===== config.mk =====
export PLATFORM = sky130hd
export DESIGN_NAME = deflate_fixed_huffman_bit_packer
export DESIGN_NICKNAME = d
export VERILOG_FILES = /design/src/sv/dfhbp_pkg.sv /design/src/sv/dfhbp_front.sv /design/src/sv/dfhbp_queue.sv /design/src/sv/dfhbp_back.sv /design/src/sv/deflate_fixed_huffman_bit_packer.sv
export VERILOG_INCLUDE_DIRS = /design/src /design/src/sv
export SDC_FILE = /design/constraint.sdc
export NUM_CORES = 1
export LEC_CHECK = 0
export ABC_AREA = 0
export CORE_MARGIN = 5
export CORE_UTILIZATION = 60
export CTS_CLUSTER_DIAMETER = 100
export CTS_CLUSTER_SIZE = 25
export DETAILED_ROUTE_END_ITERATION = 10
export DONT_BUFFER_PORTS = 1
export GPL_TIMING_DRIVEN = 1
export PLACE_DENSITY_LB_ADDON = 0.2
export SLEW_MARGIN = 20
export SYNTH_ARGS = -nofsm -noshare
export SYNTH_HDL_FRONTEND = slang
export SYNTH_HIERARCHICAL = 1
export SYNTH_SLANG_ARGS = --single-unit

===== constraint.sdc =====
create_clock -name i_clk -period 6.5 [get_ports i_clk]
set_clock_uncertainty 0.15 [all_clocks]
set_input_delay 0.975 -clock i_clk [delete_from_list [all_inputs] [get_ports i_clk]]
set_output_delay 0.975 -clock i_clk [all_outputs]
set_load 0.01 [all_outputs]

===== src/sv/assert_macros.svh =====
// Assertion helpers shared by the packer RTL.
// Each macro expands to one labeled concurrent assertion clocked on the
// rising edge and disabled while reset is asserted (active low).
`ifndef ASSERT_MACROS_SVH
`define ASSERT_MACROS_SVH

// A condition that must hold at every clock edge outside reset.
`define ASSERT_ALWAYS(lbl, clk, rst_n, cond, msg) \
    lbl: assert property (@(posedge clk) disable iff (!rst_n) (cond)) \
        else $error(msg);

// When the trigger holds, the consequence must hold in the next cycle.
`define ASSERT_NEXT(lbl, clk, rst_n, trig, cons, msg) \
    lbl: assert property (@(posedge clk) disable iff (!rst_n) (trig) |=> (cons)) \
        else $error(msg);

`endif


===== src/sv/dfhbp_pkg.sv =====
`timescale 1ns / 1ps
// ----------------------------------------------------------------------------
// dfhbp_pkg
// Types, code constants and the length and distance tables of the packer.
// ----------------------------------------------------------------------------
package dfhbp_pkg;

    localparam int BITS_W          = 18;  // longest token: 5 code bits + 13 extra
    localparam int CNT_W           = 5;   // holds counts up to 25
    localparam int ACC_W           = 25;  // 7 pending bits + 18 new bits
    localparam int MAX_RAW_BITS    = 16;
    localparam int QUEUE_DEPTH_DEF = 2;

    localparam logic [2:0] OP_SYMBOL   = 3'd0;
    localparam logic [2:0] OP_LENGTH   = 3'd1;
    localparam logic [2:0] OP_DISTANCE = 3'd2;
    localparam logic [2:0] OP_RAW      = 3'd3;
    localparam logic [2:0] OP_FLUSH    = 3'd4;

    // Fixed literal/length code ranges.
    localparam logic [15:0] SYM_LIT_END  = 16'd144;
    localparam logic [15:0] SYM_EOB      = 16'd256;
    localparam logic [15:0] SYM_LEN_MID  = 16'd280;
    localparam logic [15:0] SYM_END      = 16'd288;
    localparam logic [15:0] SYM_LEN_BASE = 16'd257;
    localparam logic [15:0] LEN_MIN      = 16'd3;
    localparam logic [15:0] LEN_MAX      = 16'd258;
    localparam logic [15:0] DIST_MIN     = 16'd1;
    localparam logic [15:0] DIST_MAX     = 16'd32768;

    localparam logic [8:0] LEN_BASE [29] = '{
        9'd3, 9'd4, 9'd5, 9'd6, 9'd7, 9'd8, 9'd9, 9'd10, 9'd11, 9'd13, 9'd15,
        9'd17, 9'd19, 9'd23, 9'd27, 9'd31, 9'd35, 9'd43, 9'd51, 9'd59, 9'd67,
        9'd83, 9'd99, 9'd115, 9'd131, 9'd163, 9'd195, 9'd227, 9'd258
    };
    localparam logic [2:0] LEN_EXTRA [29] = '{
        3'd0, 3'd0, 3'd0, 3'd0, 3'd0, 3'd0, 3'd0, 3'd0, 3'd1, 3'd1, 3'd1,
        3'd1, 3'd2, 3'd2, 3'd2, 3'd2, 3'd3, 3'd3, 3'd3, 3'd3, 3'd4, 3'd4,
        3'd4, 3'd4, 3'd5, 3'd5, 3'd5, 3'd5, 3'd0
    };
    localparam logic [15:0] DIST_BASE [30] = '{
        16'd1, 16'd2, 16'd3, 16'd4, 16'd5, 16'd7, 16'd9, 16'd13, 16'd17,
        16'd25, 16'd33, 16'd49, 16'd65, 16'd97, 16'd129, 16'd193, 16'd257,
        16'd385, 16'd513, 16'd769, 16'd1025, 16'd1537, 16'd2049, 16'd3073,
        16'd4097, 16'd6145, 16'd8193, 16'd12289, 16'd16385, 16'd24577
    };
    localparam logic [3:0] DIST_EXTRA [30] = '{
        4'd0, 4'd0, 4'd0, 4'd0, 4'd1, 4'd1, 4'd2, 4'd2, 4'd3, 4'd3, 4'd4,
        4'd4, 4'd5, 4'd5, 4'd6, 4'd6, 4'd7, 4'd7, 4'd8, 4'd8, 4'd9, 4'd9,
        4'd10, 4'd10, 4'd11, 4'd11, 4'd12, 4'd12, 4'd13, 4'd13
    };

    typedef struct packed {
        logic [2:0]  op;
        logic [15:0] value;
        logic [4:0]  bit_count;
    } t_in_item;

    typedef struct packed {
        logic [7:0] out_byte;
        logic       last;
    } t_out_item;

    // One classified token: bits in send order (first bit in bit 0).
    typedef struct packed {
        logic [BITS_W-1:0] bits;
        logic [CNT_W-1:0]  count;
        logic              flush;
    } t_entry;

endpackage


===== src/sv/dfhbp_front.sv =====
`timescale 1ns / 1ps
// ----------------------------------------------------------------------------
// dfhbp_front
// Turns one token into a run of bits in send order plus a flush flag.
// ----------------------------------------------------------------------------
module dfhbp_front (
    input  dfhbp_pkg::t_in_item i_item,
    output dfhbp_pkg::t_entry   o_entry
);
    import dfhbp_pkg::*;

    typedef struct packed {
        logic [8:0] bits;
        logic [3:0] len;
    } t_sym;

    // Fixed Huffman code of a symbol, reversed so the MSB goes out first.
    function automatic t_sym sym_code(input logic [15:0] s);
        logic [8:0] code;
        logic [3:0] n;
        t_sym       r;
        code = '0;
        n    = '0;
        if (s < SYM_LIT_END) begin
            code = 9'(16'h30 + s);
            n    = 4'd8;
        end else if (s < SYM_EOB) begin
            code = 9'(16'h190 + (s - SYM_LIT_END));
            n    = 4'd9;
        end else if (s < SYM_LEN_MID) begin
            code = 9'(s - SYM_EOB);
            n    = 4'd7;
        end else if (s < SYM_END) begin
            code = 9'(16'hC0 + (s - SYM_LEN_MID));
            n    = 4'd8;
        end
        r.bits = '0;
        for (int i = 0; i < 9; i++) begin
            if (i < int'(n)) begin
                r.bits[i] = code[int'(n) - 1 - i];
            end
        end
        r.len = n;
        return r;
    endfunction

    function automatic logic [BITS_W-1:0] low_mask(input logic [CNT_W-1:0] n);
        logic [BITS_W-1:0] m;
        for (int i = 0; i < BITS_W; i++) begin
            m[i] = (i < int'(n));
        end
        return m;
    endfunction

    logic [4:0]        len_idx;
    logic [4:0]        dist_idx;
    logic [8:0]        len_diff;
    logic [15:0]       dist_diff;
    t_sym              sym_direct;
    t_sym              sym_len;
    logic [4:0]        dist_rev;
    logic [CNT_W-1:0]  raw_cnt;

    always_comb begin
        len_idx  = '0;
        dist_idx = '0;
        for (int i = 0; i < 29; i++) begin
            if (16'(LEN_BASE[i]) <= i_item.value) begin
                len_idx = 5'(i);
            end
        end
        for (int i = 0; i < 30; i++) begin
            if (DIST_BASE[i] <= i_item.value) begin
                dist_idx = 5'(i);
            end
        end
        len_diff   = i_item.value[8:0] - LEN_BASE[len_idx];
        dist_diff  = i_item.value - DIST_BASE[dist_idx];
        sym_direct = sym_code(i_item.value);
        sym_len    = sym_code(SYM_LEN_BASE + 16'(len_idx));
        for (int i = 0; i < 5; i++) begin
            dist_rev[i] = dist_idx[4 - i];
        end
        raw_cnt = (i_item.bit_count > CNT_W'(MAX_RAW_BITS)) ?
                  CNT_W'(MAX_RAW_BITS) : i_item.bit_count;
    end

    always_comb begin
        o_entry = '0;
        case (i_item.op)
            OP_SYMBOL: begin
                o_entry.bits  = BITS_W'(sym_direct.bits);
                o_entry.count = CNT_W'(sym_direct.len);
            end
            OP_LENGTH: begin
                if (i_item.value >= LEN_MIN && i_item.value <= LEN_MAX) begin
                    o_entry.bits  = BITS_W'(sym_len.bits) |
                                    (BITS_W'(len_diff) << sym_len.len);
                    o_entry.count = CNT_W'(sym_len.len) + CNT_W'(LEN_EXTRA[len_idx]);
                end
            end
            OP_DISTANCE: begin
                if (i_item.value >= DIST_MIN && i_item.value <= DIST_MAX) begin
                    o_entry.bits  = BITS_W'(dist_rev) | (BITS_W'(dist_diff) << 5);
                    o_entry.count = CNT_W'(5) + CNT_W'(DIST_EXTRA[dist_idx]);
                end
            end
            OP_RAW: begin
                o_entry.bits  = BITS_W'(i_item.value) & low_mask(raw_cnt);
                o_entry.count = raw_cnt;
            end
            OP_FLUSH: begin
                o_entry.flush = 1'b1;
            end
            default: begin
                o_entry = '0;
            end
        endcase
    end

endmodule


===== src/sv/dfhbp_queue.sv =====
`timescale 1ns / 1ps
`include "assert_macros.svh"
// ----------------------------------------------------------------------------
// dfhbp_queue
// Short register queue of classified tokens between front and back.
// ----------------------------------------------------------------------------
module dfhbp_queue #(
    parameter int DEPTH = dfhbp_pkg::QUEUE_DEPTH_DEF
) (
    input  logic              i_clk,
    input  logic              i_rst_n,
    input  logic              i_push,
    input  dfhbp_pkg::t_entry i_entry,
    output logic              o_full,
    output logic              o_valid,
    output dfhbp_pkg::t_entry o_entry,
    input  logic              i_pop
);
    import dfhbp_pkg::*;

    localparam int PTR_W = (DEPTH > 1) ? $clog2(DEPTH) : 1;
    localparam int CNT_Q = $clog2(DEPTH + 1);

    t_entry             r_mem [DEPTH];
    logic [PTR_W-1:0]   r_wr_ptr, n_wr_ptr;
    logic [PTR_W-1:0]   r_rd_ptr, n_rd_ptr;
    logic [CNT_Q-1:0]   r_count, n_count;
    logic               do_push;
    logic               do_pop;

    assign o_full  = (r_count == CNT_Q'(DEPTH));
    assign o_valid = (r_count != '0);
    assign o_entry = r_mem[r_rd_ptr];
    assign do_push = i_push && !o_full;
    assign do_pop  = i_pop && o_valid;

    always_comb begin
        n_wr_ptr = r_wr_ptr;
        n_rd_ptr = r_rd_ptr;
        n_count  = r_count;
        if (do_push) begin
            n_wr_ptr = (r_wr_ptr == PTR_W'(DEPTH - 1)) ? '0 : r_wr_ptr + 1'b1;
        end
        if (do_pop) begin
            n_rd_ptr = (r_rd_ptr == PTR_W'(DEPTH - 1)) ? '0 : r_rd_ptr + 1'b1;
        end
        if (do_push && !do_pop) begin
            n_count = r_count + 1'b1;
        end else if (do_pop && !do_push) begin
            n_count = r_count - 1'b1;
        end
    end

    always_ff @(posedge i_clk) begin
        if (!i_rst_n) begin
            r_wr_ptr <= '0;
            r_rd_ptr <= '0;
            r_count  <= '0;
        end else begin
            r_wr_ptr <= n_wr_ptr;
            r_rd_ptr <= n_rd_ptr;
            r_count  <= n_count;
        end
    end

    always_ff @(posedge i_clk) begin
        if (do_push) begin
            r_mem[r_wr_ptr] <= i_entry;
        end
    end

    `ASSERT_ALWAYS(a_count_bound, i_clk, i_rst_n, r_count <= CNT_Q'(DEPTH), "queue overfilled")
    `ASSERT_NEXT(a_push_fills, i_clk, i_rst_n, do_push && !do_pop, r_count == $past(r_count) + 1'b1, "push lost")

endmodule


===== src/sv/dfhbp_back.sv =====
`timescale 1ns / 1ps
`include "assert_macros.svh"
// ----------------------------------------------------------------------------
// dfhbp_back
// Bit accumulator: merges queued tokens, one byte per cycle unless stalled.
// ----------------------------------------------------------------------------
module dfhbp_back (
    input  logic                 i_clk,
    input  logic                 i_rst_n,
    input  logic                 i_q_valid,
    input  dfhbp_pkg::t_entry    i_q_entry,
    output logic                 o_q_pop,
    output logic                 o_empty,
    output dfhbp_pkg::t_out_item o_item,
    input  logic                 i_pop
);
    import dfhbp_pkg::*;

    logic [ACC_W-1:0] r_acc, n_acc;
    logic [CNT_W-1:0] r_cnt, n_cnt;
    logic             r_flush, n_flush;
    logic             r_out_valid, n_out_valid;
    t_out_item        r_out, n_out;

    logic [ACC_W-1:0] cur_acc;
    logic [CNT_W-1:0] cur_cnt;
    logic             cur_flush;
    logic             load;
    logic             emit;
    logic             can_out;

    // A token is merged only once every whole byte of the previous one is out.
    always_comb begin
        load = i_q_valid && (r_cnt < CNT_W'(8)) && !(r_flush && r_cnt != '0);
        if (load) begin
            cur_acc   = ACC_W'(r_acc[7:0]) | (ACC_W'(i_q_entry.bits) << r_cnt[2:0]);
            cur_cnt   = r_cnt + i_q_entry.count;
            cur_flush = i_q_entry.flush;
        end else begin
            cur_acc   = r_acc;
            cur_cnt   = r_cnt;
            cur_flush = r_flush;
        end
        can_out = !r_out_valid || i_pop;
        emit    = can_out && ((cur_cnt >= CNT_W'(8)) || (cur_flush && cur_cnt != '0));
    end

    always_comb begin
        n_acc       = cur_acc;
        n_cnt       = cur_cnt;
        n_flush     = cur_flush;
        n_out_valid = r_out_valid && !i_pop;
        n_out       = r_out;
        if (emit) begin
            n_acc          = cur_acc >> 8;
            n_cnt          = (cur_cnt >= CNT_W'(8)) ? cur_cnt - CNT_W'(8) : '0;
            n_out_valid    = 1'b1;
            n_out.out_byte = cur_acc[7:0];
            n_out.last     = (cur_cnt < CNT_W'(16));
        end
    end

    assign o_q_pop = load;
    assign o_empty = !r_out_valid;
    assign o_item  = r_out;

    always_ff @(posedge i_clk) begin
        if (!i_rst_n) begin
            r_acc       <= '0;
            r_cnt       <= '0;
            r_flush     <= 1'b0;
            r_out_valid <= 1'b0;
        end else begin
            r_acc       <= n_acc;
            r_cnt       <= n_cnt;
            r_flush     <= n_flush;
            r_out_valid <= n_out_valid;
        end
    end

    always_ff @(posedge i_clk) begin
        r_out <= n_out;
    end

    `ASSERT_ALWAYS(a_acc_clean, i_clk, i_rst_n, (r_acc >> r_cnt) == '0, "bits above count")
    `ASSERT_ALWAYS(a_flush_short, i_clk, i_rst_n, !(r_flush && r_cnt != '0) || r_cnt < CNT_W'(8), "flush too long")
    `ASSERT_NEXT(a_out_hold, i_clk, i_rst_n, r_out_valid && !i_pop, r_out_valid && $stable(r_out), "byte dropped")

endmodule


===== src/sv/deflate_fixed_huffman_bit_packer.sv =====
`timescale 1ns / 1ps
// ----------------------------------------------------------------------------
// deflate_fixed_huffman_bit_packer
// Deflate back end: fixed Huffman coding and LSB-first byte packing.
// ----------------------------------------------------------------------------
//
//  Channel   Handshake              Payload        Transfers when
//  -------   ---------------------  -------------  --------------------
//  token     push in / full out     i_in_item      push && !full
//  byte      empty out / pop in     o_out_item     pop && !empty
//
//  Each token is classified in the cycle it is taken and enters a short queue.
//  The back end takes one queued token per cycle once the previous token's
//  whole bytes are out, and sends one byte per cycle while the byte side is
//  not stalled, the first in the cycle of the merge. Reset is synchronous
//  and active low; it clears the queue, the pending bits and the output
//  valid flag. A stalled byte holds in the output register while the queue
//  keeps taking tokens until it fills.
//
module deflate_fixed_huffman_bit_packer #(
    parameter int QUEUE_DEPTH = dfhbp_pkg::QUEUE_DEPTH_DEF
) (
    input  logic                 i_clk,
    input  logic                 i_rst_n,
    input  logic                 push,
    output logic                 full,
    input  dfhbp_pkg::t_in_item  i_in_item,
    output logic                 empty,
    input  logic                 pop,
    output dfhbp_pkg::t_out_item o_out_item
);
    import dfhbp_pkg::*;

    // Classified token headed for the queue, and the queue head.
    t_entry front_entry;
    t_entry q_entry;
    logic   q_valid;
    logic   q_pop;

    // The front end is pure decode: a symbol turns into its reversed Huffman
    // code, a length into its length symbol plus extra bits, a distance into
    // its five code bits plus extra bits, and raw bits are masked to the
    // clamped count. Invalid tokens become entries that write nothing.
    dfhbp_front u_front (
        .i_item  (i_in_item),
        .o_entry (front_entry)
    );

    // The queue decouples classification from packing so a stall at the byte
    // side does not stop tokens from coming in right away.
    dfhbp_queue #(
        .DEPTH (QUEUE_DEPTH)
    ) u_queue (
        .i_clk   (i_clk),
        .i_rst_n (i_rst_n),
        .i_push  (push),
        .i_entry (front_entry),
        .o_full  (full),
        .o_valid (q_valid),
        .o_entry (q_entry),
        .i_pop   (q_pop)
    );

    // The back end keeps the partial byte and its bit count between tokens,
    // merges each token's bits above them, and flags the final byte that a
    // token causes as last.
    dfhbp_back u_back (
        .i_clk     (i_clk),
        .i_rst_n   (i_rst_n),
        .i_q_valid (q_valid),
        .i_q_entry (q_entry),
        .o_q_pop   (q_pop),
        .o_empty   (empty),
        .o_item    (o_out_item),
        .i_pop     (pop)
    );

endmodule

==> flow_metrics.py, run 1 <==
metrics = {
    "yosys": {
        "synthAdderAreaFrac_pct": 8.51,
        "synth_cells": 1065,
        "synth_edf_count": 57,
        "synth_cell_types": 97,
        "synth-seq-cells": 94,
        "synth_xor_area_share_pct": 2.82,
        "async_reset_ff_share_pct": 0,
        "synth_seq_area_share_pct": 27.3,
        "synth.area.mux_share_pct": 10.1,
        "synth-compound-area-share_pct": 21.7,
        "syn-mean-instance-area_sq_um": 8.45,
        "synth_top_family_by_area": "simple AND/OR/NAND/NOR gates",
        "yosys_warnings": 6,
        "syn-cell-area_sq_mm": 0.00900,
        "syn_nets": 1151,
        "synthSimpleGateAreaFrac_pct": 24.1,
        "synth-main-ff-cell": "edfxtp_1",
    },
    "detailed_routing": {
        "vias": 8422,
        "drtIter0Drc": 909,
        "first_pass_iters": 6,
        "drc": 0,
        "detail_route.vias_per_cell": 6.84,
        "drt_wl_total_um": 27000,
        "ant_nets": 0,
        "wl_per_cell_um": 21.9,
    },
    "pwr": {
        "total_leakage_power_nw": 3.43,
        "power_density_mw_per_mm2": 294,
        "ir_drop_uv": 403,
    },
    "floorplan": {
        "die_x_um": 132,
        "num_rows": 44,
        "die_h_um": 132,
        "core_area_sq_mm": 0.0146,
        "start_util_pct": 61.4,
        "die-area_sq_mm": 0.0175,
        "io_pins": 39,
    },
    "finish": {
        "diodes": 0,
        "stdcell_count": 1232,
        "syn_to_final_growth_pct": 4.96,
        "n_fill_cell": 1276,
        "fin_nets": 1129,
        "final_util_pct": 64.5,
        "drive_gt1_share_pct": 12.3,
    },
    "global_routing": {
        "gr-total-overflow": 0,
        "met2_usage_pct": 51.1,
        "busiest_layer": "met2",
        "antenna_found_initial": 0,
        "grt_pass1_wl_um": 43000,
        "first_global_vias": 8215,
        "grt_max_degree": 40,
        "track_usage_pct": 30.1,
        "met3_usage_pct": 4.40,
        "grt_use_met1_pct": 35.8,
    },
    "critical_path": {
        "critPathRequiredTime_ns": 6.42,
        "cp_max_fo": 13,
        "cp-start-kind": "primary input",
        "cp.arrival_ns": 6.01,
        "end_kind": "flop",
        "reg2reg_depth": 8,
        "critPathKind": "in -> reg",
    },
    "timing": {
        "worst_pin_slew_ns": 0.939,
        "slew_violations": 0,
        "fin_crit_sh_pct": 93.7,
        "maxSlewHeadroom_pct": 37.4,
        "final-hold-violation-count": 0,
        "layout_min_cycle_time_ns": 6.09,
        "setup_tns_ns": 0,
        "fmax_mhz": 164,
        "setup_viol": 0,
        "rsz0062_at_grt": "false",
    },
    "placement": {
        "place_congestion": 1.02,
        "dp_hpwl_um": 20200,
        "numPlacedInstances": 1216,
        "port_buffers": 0,
    },
    "clock_tree": {
        "htreeDepth": 3,
        "cts_tree": "built",
        "holdBufCountCts": 0,
        "numCtsBuffers": 9,
        "cts_max_path_buffers": 2,
        "root_buffer": "clkbuf_16",
        "path_clk_slew_ns": 0.07,
        "cts_sinks": 94,
        "clock_latency_ns": 0.35,
    },
    "status": {
        "status": "complete, no violations",
    },
    "run": {
        "drv_cap": 0,
    },
    "hold_path": {
        "hold_depth": 1,
        "min_path_type": "reg -> reg",
    },
}
final cells by class:
type,count,area (sq um),area share (%)
multi-input combinational,866,6080,64.4
timing repair buffer,34,255,2.70
inverter,38,143,1.51
tap,184,230,2.44
clock inverter,7,61.3,0.649
clock buffer,9,225,2.38
sequential,94,2450,26.0
where the power goes:
| part | total, mW | leakage, nW | switching (mW) | internal (mW) |
|---|---|---|---|---|
| registers | 0.890 | 0.854 | 0.0655 | 0.824 |
| clock network | 0.499 | 0.135 | 0.232 | 0.266 |
| logic | 1.38 | 2.44 | 0.828 | 0.556 |
| total | 2.77 | 3.43 | 1.13 | 1.65 |
logic make-up after synthesis:
logic type / count (synthesis)
AO/OA/AOI/OAI: 284
flip-flops: 94
buffers and inverters: 105
adder cells (fa/ha/maj): 59
XOR/XNOR: 29
AND/OR/NAND/NOR: 412
multiplexers: 82
cells in the final DEF (no fill, tap or decap), drive strengths merged, types with 9 or more instances in the layout:
master  instances
nand4          14
mux2           27
xor2           11
xnor2          18
nor3b          11
nand2b         14
nor2           78
o21ai          65
a31oi          10
edfxtp         57
buf            34
and3           10
and2           11
nor3           29
o211ai         25
nand3          38
a21o           17
clkbuf          9
dfxtp          37
nand2         122
ha             54
inv            42
a211oi          9
nor4           13
mux2i          51
nor2b          12
a21oi          61
or3            18
per-layer routing:
metal / vias up / part of all wire [%]
met1: 3853 / 39
met5: - / 0
met2: 467 / 47
met3: 121 / 7.1
li1: 3981 / -
met4: 0 / 6.6
cells in the mapped netlist, types with 14 or more instances:
library cell | count | share of area, %
nand2_1 | 122 | 5.1
nor2_1 | 77 | 3.2
a21oi_1 | 61 | 3.4
edfxtp_1 | 57 | 19
ha_1 | 54 | 7.5
o21ai_0 | 53 | 2.9
mux2i_1 | 51 | 5.7
clkbuf_1 | 41 | 1.7
dfxtp_1 | 37 | 8.2
nand3_1 | 37 | 2.1
inv_1 | 34 | 1.4
mux2_2 | 27 | 3.4
nor3_1 | 27 | 1.5
o211ai_1 | 25 | 2.1
or3_1 | 18 | 1.3
xnor2_1 | 18 | 1.8
a21o_1 | 17 | 1.4
nand2b_1 | 14 | 0.97
nand4_1 | 14 | 0.97
through the flow:
step	worst slack (ns)	total power, mW	instance area, sq um	hold slack [ns]
3_5_place_dp	0.00582	2.28	9140	0.351
5_1_grt	0.0715	2.95	9450	0.381
4_1_cts	0.333	2.78	9420	0.366
3_3_place_gp	0.0590	2.24	9140	0.344
2_1_floorplan	0.200	2.11	9000	0.328
6_report	0.407	2.77	9450	0.362
flip-flops by register name, summed over array words and instances, names as in the netlist, named ones only:
signal / count
u_queue/r_count: 2
u_back/r_cnt: 5
u_queue/r_rd_ptr: 1
u_back/o_item: 9
u_back/r_acc: 25
u_back/r_out_valid: 1
u_back/r_flush: 1
u_queue/r_mem: 48
u_queue/r_wr_ptr: 1
path summary, 6_finish.rpt:
| check | start | end | slack [ns] |
|---|---|---|---|
| hold reg to reg | u_back/r_acc[3]$_SDFF_PN0_ | u_back/o_item[4]$_DFFE_PP_ | 0.36 |
| setup / recovery | i_in_item[9] | u_queue/r_mem[0][21]$_DFFE_PP_ | 0.41 |
| setup reg to reg | u_queue/r_count[0]$_SDFFE_PN0P_ | u_queue/r_count[1]$_SDFFE_PN0P_ | 3.24 |
| hold / removal | u_back/r_acc[3]$_SDFF_PN0_ | u_back/o_item[4]$_DFFE_PP_ | 0.36 |
critical path: stages:
cell,delay [ns]
inv_1,0.14
ha_1,0.25
or3b_2,0.58
nor3_4,0.32
nand2_1,0.08
o311ai_1,0.34
a31oi_1,0.19
o311ai_2,0.33
o21ai_1,0.17
inv_1,0.15
ha_1,0.29
a211o_1,0.27
nand3_1,0.09
ha_1,0.25
nor2b_1,0.15
o21ai_0,0.16
nand2b_1,0.11
a21o_1,0.18
a21oi_1,0.22
o21ai_0,0.15
xnor2_1,0.35
nor2_1,0.08
nand2_1,0.08
o211ai_1,0.10
timing repair:
action,4_1_cts,5_1_grt
buffers inserted,0,0
resized for setup,0,6
setup endpoints to repair,0,10
(Power assumes the default switching activity.)
==> run 2: changes to the inputs <==
- BUFFER_PORTS_ARGS: unset -> -buffer_cell sky130_fd_sc_hd__buf_2
- CORE_UTILIZATION: 60 -> 58
- DONT_BUFFER_PORTS: 1 -> unset
==> run 2 against run 1 <==
  * Cell area increased by 5.2%
  * Flip-flop and latch count unchanged
  * Via count rose by 4.3%
  * Routed wire length hardly changed
  * Critical path depth down 3
  * Combinational power increased by 7%
  * Critical path type unchanged
  * Largest cell class unchanged
  * Largest power group unchanged
  * Highest routed layer unchanged
==> flow_metrics.py, run 2 (synthesis results as in run 1) <==
metrics = {
    "clock_tree": {
        "cts_tree": "built",
        "htreeDepth": 3,
        "numCtsBuffers": 9,
        "cts_sinks": 94,
        "post-cts-setup-buffers": 0,
        "clock_latency_ns": 0.35,
        "root_buffer": "clkbuf_16",
        "path_clk_slew_ns": 0.07,
        "cts_max_path_buffers": 2,
    },
    "timing": {
        "fmax_mhz": 164,
        "rsz0062_at_grt": "false",
        "layout_setup_ws_ns": 0.411,
        "final-hold-violation-count": 0,
        "slew_violations": 0,
        "setup_viol": 0,
        "worst_pin_slew_ns": 1.05,
        "layout_min_cycle_time_ns": 6.09,
        "setup_tns_ns": 0,
        "holdWs_ns": 0.364,
        "maxSlewHeadroom_pct": 30.0,
        "fin_crit_sh_pct": 93.7,
    },
    "pwr": {
        "ir_drop_uv": 389,
        "p_total_mw": 2.90,
        "power_density_mw_per_mm2": 292,
        "total_leakage_power_nw": 3.77,
    },
    "finish": {
        "diodes": 0,
        "fin_nets": 1203,
        "n_fill_cell": 1301,
        "layout_common_cells": "nand2_1, nor2_1, buf_4, a21oi_1, edfxtp_1",
        "layout_commonest_cell": "nand2_1",
        "syn_to_final_growth_pct": 10.4,
        "multi_input_area_sq_mm": 0.00607,
        "largest_register_ffs": 48,
        "drive_gt1_share_pct": 18.0,
        "seq_area_sq_mm": 0.00245,
        "top_register": "u_queue/r_mem",
    },
    "critical_path": {
        "slowest_stage": "or4_4",
        "end_kind": "flop",
        "cp_num_buf_inv": 3,
        "critPathRequiredTime_ns": 6.41,
        "path_cells": "buf_2, or4_4, nor3_1, a31oi_1, or3_1, a21oi_1, a31o_2, a21bo_2, inv_1, ha_1, o311ai_0, o211ai_1, ha_1, o21ai_0, nand2b_1, a21o_1, a21oi_1, o21ai_0, xnor2_1, buf_4, o32ai_2",
        "cp.arrival_ns": 6.00,
        "r2r-end": "u_back/o_item[4]$_DFFE_PP_",
        "cp-start-kind": "primary input",
        "cpPeakStageDelay_ns": 0.68,
        "r2r_slack_ns": 2.82,
        "cp_top_family": "compound AO/OA/AOI/OAI gates",
        "cp_max_fo": 13,
        "path_depth": 21,
        "critPathKind": "in -> reg",
        "reg2reg_depth": 10,
    },
    "floorplan": {
        "io_pins": 39,
        "core_area_sq_mm": 0.0152,
        "die_h_um": 135,
        "die_x_um": 135,
        "start_util_pct": 59.2,
        "num_rows": 45,
        "die-area_sq_mm": 0.0181,
    },
    "placement": {
        "port_buffers": 38,
        "place_congestion": 1.07,
        "dp_hpwl_um": 20400,
        "post-place-ws_ns": 0.0621,
    },
    "global_routing": {
        "track_usage_pct": 29.4,
        "busiest_layer": "met2",
        "grt_pass1_wl_um": 43000,
        "grt_max_degree": 40,
        "antenna_found_initial": 0,
        "met2_usage_pct": 50.6,
        "gr-total-overflow": 0,
        "grt_use_met1_pct": 36.0,
        "first_global_vias": 8272,
        "met3_usage_pct": 3.58,
    },
    "detailed_routing": {
        "detail_route.vias_per_cell": 6.71,
        "drc": 0,
        "vias": 8788,
        "drt_wl_total_um": 26900,
        "drtIter0Drc": 718,
        "wl_per_cell_um": 20.6,
        "ant_nets": 0,
        "first_pass_iters": 5,
    },
    "hold_path": {
        "timing.hold.worst.start": "u_back/r_acc[1]$_SDFF_PN0_",
        "hold-path-endpoint": "u_back/o_item[2]$_DFFE_PP_",
        "min_path_type": "reg -> reg",
        "hold_depth": 1,
    },
    "status": {
        "status": "complete, no violations",
    },
    "run": {
        "drv_cap": 0,
    },
}
[run 2: changes by cell type in the layout (fill, tap and decap cells not counted), moves of 2 or more]
cell / before / now
buf_2: 0 / 38
buf_4: 34 / 69
a2111oi_1: 2 / 0
clkinvlp_4: 2 / 0
[run 2: area by class of cell]
class / instances / area share (%)
multi-input cells: 866 / 61.1
flip-flops and latches: 94 / 24.7
repair buffers: 108 / 7.28
well taps: 188 / 2.37
clock buffers: 9 / 2.27
inverters: 38 / 1.44
clock inverters: 7 / 0.881
[run 2: worst max-delay path by stage]
stage	from	endpoint	slack, ns
2_1_floorplan	i_in_item[8]	u_queue/r_mem[0][23]$_DFFE_PP_	0.20
3_3_place_gp	i_in_item[9]	u_queue/r_mem[1][22]$_DFFE_PP_	0.26
3_5_place_dp	i_in_item[9]	u_queue/r_mem[0][22]$_DFFE_PP_	0.06
4_1_cts	i_in_item[9]	u_queue/r_mem[0][22]$_DFFE_PP_	0.40
5_1_grt	i_in_item[9]	u_queue/r_mem[1][22]$_DFFE_PP_	0.008
6_report	i_in_item[18]	u_queue/r_mem[1][22]$_DFFE_PP_	0.41
[run 2: stage by stage]
step,area (sq um),std cells,utilization [%]
6_report,9940,1310,65.4
5_1_grt,9940,1310,65.4
4_1_cts,9910,1309,65.2
3_5_place_dp,9600,1293,63.1
3_3_place_gp,9600,1293,63.1
2_1_floorplan,9000,1065,-
[run 2: timing repair]
item,CTS,global route
hold buffers,0,0
gates resized for setup,0,3
setup endpoints to repair,0,6
[run 2: layer usage]
layer,vias up,part of all wire [%],wire length (um)
li1,4131,-,-
met3,98,6.8,1820
met5,-,0,0
met4,0,5.2,1410
met2,454,48,13000
met1,4105,40,10700
[run 2: report_power, final]
part	internal (mW)	total (mW)	switching [mW]
registers	0.822	0.895	0.0731
clock network	0.307	0.539	0.232
logic	0.592	1.47	0.874
==> run 3: changes to the inputs <==
- CORE_MARGIN: 5 -> unset
- SYNTH_HIERARCHICAL: 1 -> unset
==> run 3 against run 2 <==
  * Flip-flop and latch count did not move
  * Global-route usage up 8.0 points
  * Clock power decreased by 3%
  * Synthesized cell count grew 4.9%
  * Largest cell class unchanged
  * Largest power group unchanged
  * Highest routed layer is now met5
==> flow_metrics.py, run 3 <==
metrics = {
    "status": {
        "status": "complete, no violations",
    },
    "timing": {
        "maxSlewHeadroom_pct": 34.2,
        "fmax_mhz": 161,
        "layout_min_cycle_time_ns": 6.20,
        "final-hold-violation-count": 0,
        "setup_tns_ns": 0,
        "fin_crit_sh_pct": 95.3,
        "worst_pin_slew_ns": 0.985,
        "setup_viol": 0,
        "slew_violations": 0,
    },
    "floorplan": {
        "die_x_um": 128,
        "start_util_pct": 60.1,
        "core_area_sq_mm": 0.0154,
        "io_pins": 39,
        "die_h_um": 128,
        "num_rows": 45,
        "die-area_sq_mm": 0.0165,
    },
    "yosys": {
        "syn_nets": 1205,
        "synth_cells": 1117,
        "synth_commonest_cells": "nand2_1, nor2_1, a21oi_1, o21ai_0, edfxtp_1",
        "synth.most_common_cell": "nand2_1",
        "syn-cell-area_sq_mm": 0.00927,
        "synth-main-ff-cell": "edfxtp_1",
        "async_reset_ff_share_pct": 0,
        "ys_top_cells_by_area": "edfxtp_1, dfxtp_1, ha_1",
        "synth_top_area_share_pct": 18.5,
        "yosysTopAreaCell": "edfxtp_1",
        "yosys_warnings": 0,
        "synth_cell_types": 96,
        "synth-seq-cells": 94,
        "synth_edf_count": 57,
        "syn-mean-instance-area_sq_um": 8.30,
        "synth_seq_area_share_pct": 26.5,
    },
    "detailed_routing": {
        "drt-met1-wl_um": 11600,
        "vias": 9427,
        "drtIter0Drc": 1097,
        "detail_route.vias_per_cell": 6.70,
        "wl_met2_um": 14700,
        "drc": 0,
        "drt_wl_total_um": 30400,
        "first_pass_iters": 7,
        "routed.top_layer": "met5",
        "ant_nets": 0,
        "wl_per_cell_um": 21.6,
        "wl_met3_um": 2200,
    },
    "critical_path": {
        "cpPeakStageDelay_ns": 0.67,
        "cp_top_family": "simple AND/OR/NAND/NOR gates",
        "cp-start-kind": "primary input",
        "critPathRequiredTime_ns": 6.44,
        "slowest_stage": "or4_4",
        "cp_num_buf_inv": 1,
        "critPathKind": "in -> reg",
        "cp.arrival_ns": 6.13,
        "cp_max_fo": 12,
        "end_kind": "flop",
        "path_cells": "buf_2, or4_4, o41ai_4, or2_2, o21bai_1, a311oi_1, or4_4, a21o_1, and2_1, ha_1, nand2_1, o31ai_1, and2_1, ha_1, nor2b_1, o21ai_0, a21boi_0, o21ai_0, a21boi_0, o21a_1, or3_1, nand3_1, mux2_2, nand2_1",
    },
    "pwr": {
        "power_density_mw_per_mm2": 275,
        "ir_drop_uv": 305,
        "seq_power_share_pct": 31.6,
        "clockPowerShare_pct": 18.0,
        "p_int_mw": 1.69,
        "switching_share_pct": 41.9,
        "p_comb_share_pct": 50.4,
        "switchingPower_mw": 1.21,
        "total_leakage_power_nw": 4.23,
    },
    "clock_tree": {
        "clock_latency_ns": 0.34,
        "holdBufCountCts": 0,
        "numCtsBuffers": 9,
        "path_clk_slew_ns": 0.06,
        "cts_sinks": 94,
        "htreeDepth": 3,
        "root_buffer": "clkbuf_16",
        "cts_max_path_buffers": 2,
        "cts_tree": "built",
    },
    "finish": {
        "drive_gt1_share_pct": 20.3,
        "seq_area_sq_mm": 0.00245,
        "layout_commonest_cell": "nand2_1",
        "stdcell_count": 1406,
        "top_register": "u_queue.r_mem",
        "syn_to_final_growth_pct": 13.8,
        "n_fill_cell": 1354,
        "fin_nets": 1278,
        "layout_common_cells": "nand2_1, nor2_1, buf_4, a21oi_1, edfxtp_1",
        "largest_register_ffs": 48,
        "final_util_pct": 68.4,
        "diodes": 0,
        "multi_input_area_sq_mm": 0.00642,
    },
    "global_routing": {
        "gr-total-overflow": 0,
        "first_global_vias": 8995,
        "antenna_found_initial": 1,
        "grt_pass1_wl_um": 47900,
        "track_usage_pct": 37.4,
        "grt_max_degree": 43,
    },
    "run": {
        "drv_cap": 0,
    },
    "placement": {
        "numPlacedInstances": 1387,
        "port_buffers": 38,
        "place_congestion": 1.05,
        "dp_hpwl_um": 23600,
    },
    "hold_path": {
        "min_path_type": "reg -> reg",
    },
}
-- run 3: cell count changes in the layout (fill, tap and decap cells not counted), moves of 12 or more --
cell	change
o211ai_1	-12
mux2i_1	-29
nor2_1	+21
nand2_1	+18
mux4_2	+13
buf_4	+27
mux2_2	-15
and3_1	+12
a21oi_1	+14
-- run 3: cells by family after synthesis --
group,count (synthesis),synth area share (%)
AO/OA/AOI/OAI,323,24.3
XOR/XNOR,28,2.65
AND/OR/NAND/NOR,443,24.9
flip-flops,94,26.5
buffers and inverters,118,5.30
multiplexers,51,7.96
adder cells (fa/ha/maj),60,8.42
-- run 3: cell type report --
type | instances | area share, %
clock buffers | 10 | 2.17
clock inverters | 6 | 0.676
inverters | 44 | 1.56
multi-input cells | 905 | 60.8
flip-flops and latches | 94 | 23.2
well taps | 211 | 2.50
repair buffers | 136 | 9.01
-- run 3: repair_timing --
item	4_1_cts	5_1_grt
endpoints found under the setup margin	0	10
resized for setup	0	15
setup buffers	0	3
-- run 3: power groups by stage --
stage	logic, mW	registers (mW)	clock network (mW)
2_1_floorplan	1.08	0.892	0
3_3_place_gp	1.39	0.917	0
3_5_place_dp	1.43	0.927	0
4_1_cts	1.44	0.917	0.522
5_1_grt	1.61	0.934	0.545
6_report	1.46	0.918	0.521
-- run 3: worst reg2reg max path: stages (launching register included) --
cell and delay (ns):
dfxtp_1 0.97, ha_1 0.30, inv_1 0.06, fa_1 0.40
inv_1 0.07, a21o_1 0.10, a21oi_1 0.07, xor2_1 0.18
a21oi_1 0.31, nand2_1 0.15, o21ai_0 0.25, buf_4 0.25
inv_2 0.27, o211a_1 0.31
-- run 3: metrics by stage --
stage          hold WS, ns  total power [mW]  worst slack [ns]  area, sq um
2_1_floorplan        0.294              1.97           0.00691         9280
3_3_place_gp         0.311              2.31           -0.0417        10100
3_5_place_dp         0.331              2.36           -0.0614        10200
4_1_cts              0.347              2.88             0.283        10500
5_1_grt              0.370              3.09          -0.00669        10600
6_report             0.339              2.90             0.303        10600
-- run 3: per-layer routing --
layer | GRT usage (%) | up-vias
met5 | 0 | -
met4 | 22.6 | 2
met3 | 4.45 | 136
met2 | 64.8 | 501
met1 | 44.6 | 4464
li1 | - | 4324
-- run 3: path summary, 6_finish.rpt --
| kind | start | to | slack, ns | cells after the start |
|---|---|---|---|---|
| worst max register to register | u_back.r_cnt[0]$_SDFF_PN0_ | u_back.r_acc[3]$_SDFF_PN0_ | 2.57 | 13 |
| worst max-delay path | i_in_item[20] | u_queue.r_mem[1][20]$_DFFE_PP_ | 0.30 | 24 |
| worst min-delay path | u_back.r_acc[24]$_SDFF_PP0_ | u_back.r_acc[24]$_SDFF_PP0_ | 0.34 | 2 |
| worst min register to register | u_back.r_acc[24]$_SDFF_PP0_ | u_back.r_acc[24]$_SDFF_PP0_ | 0.34 | 2 |
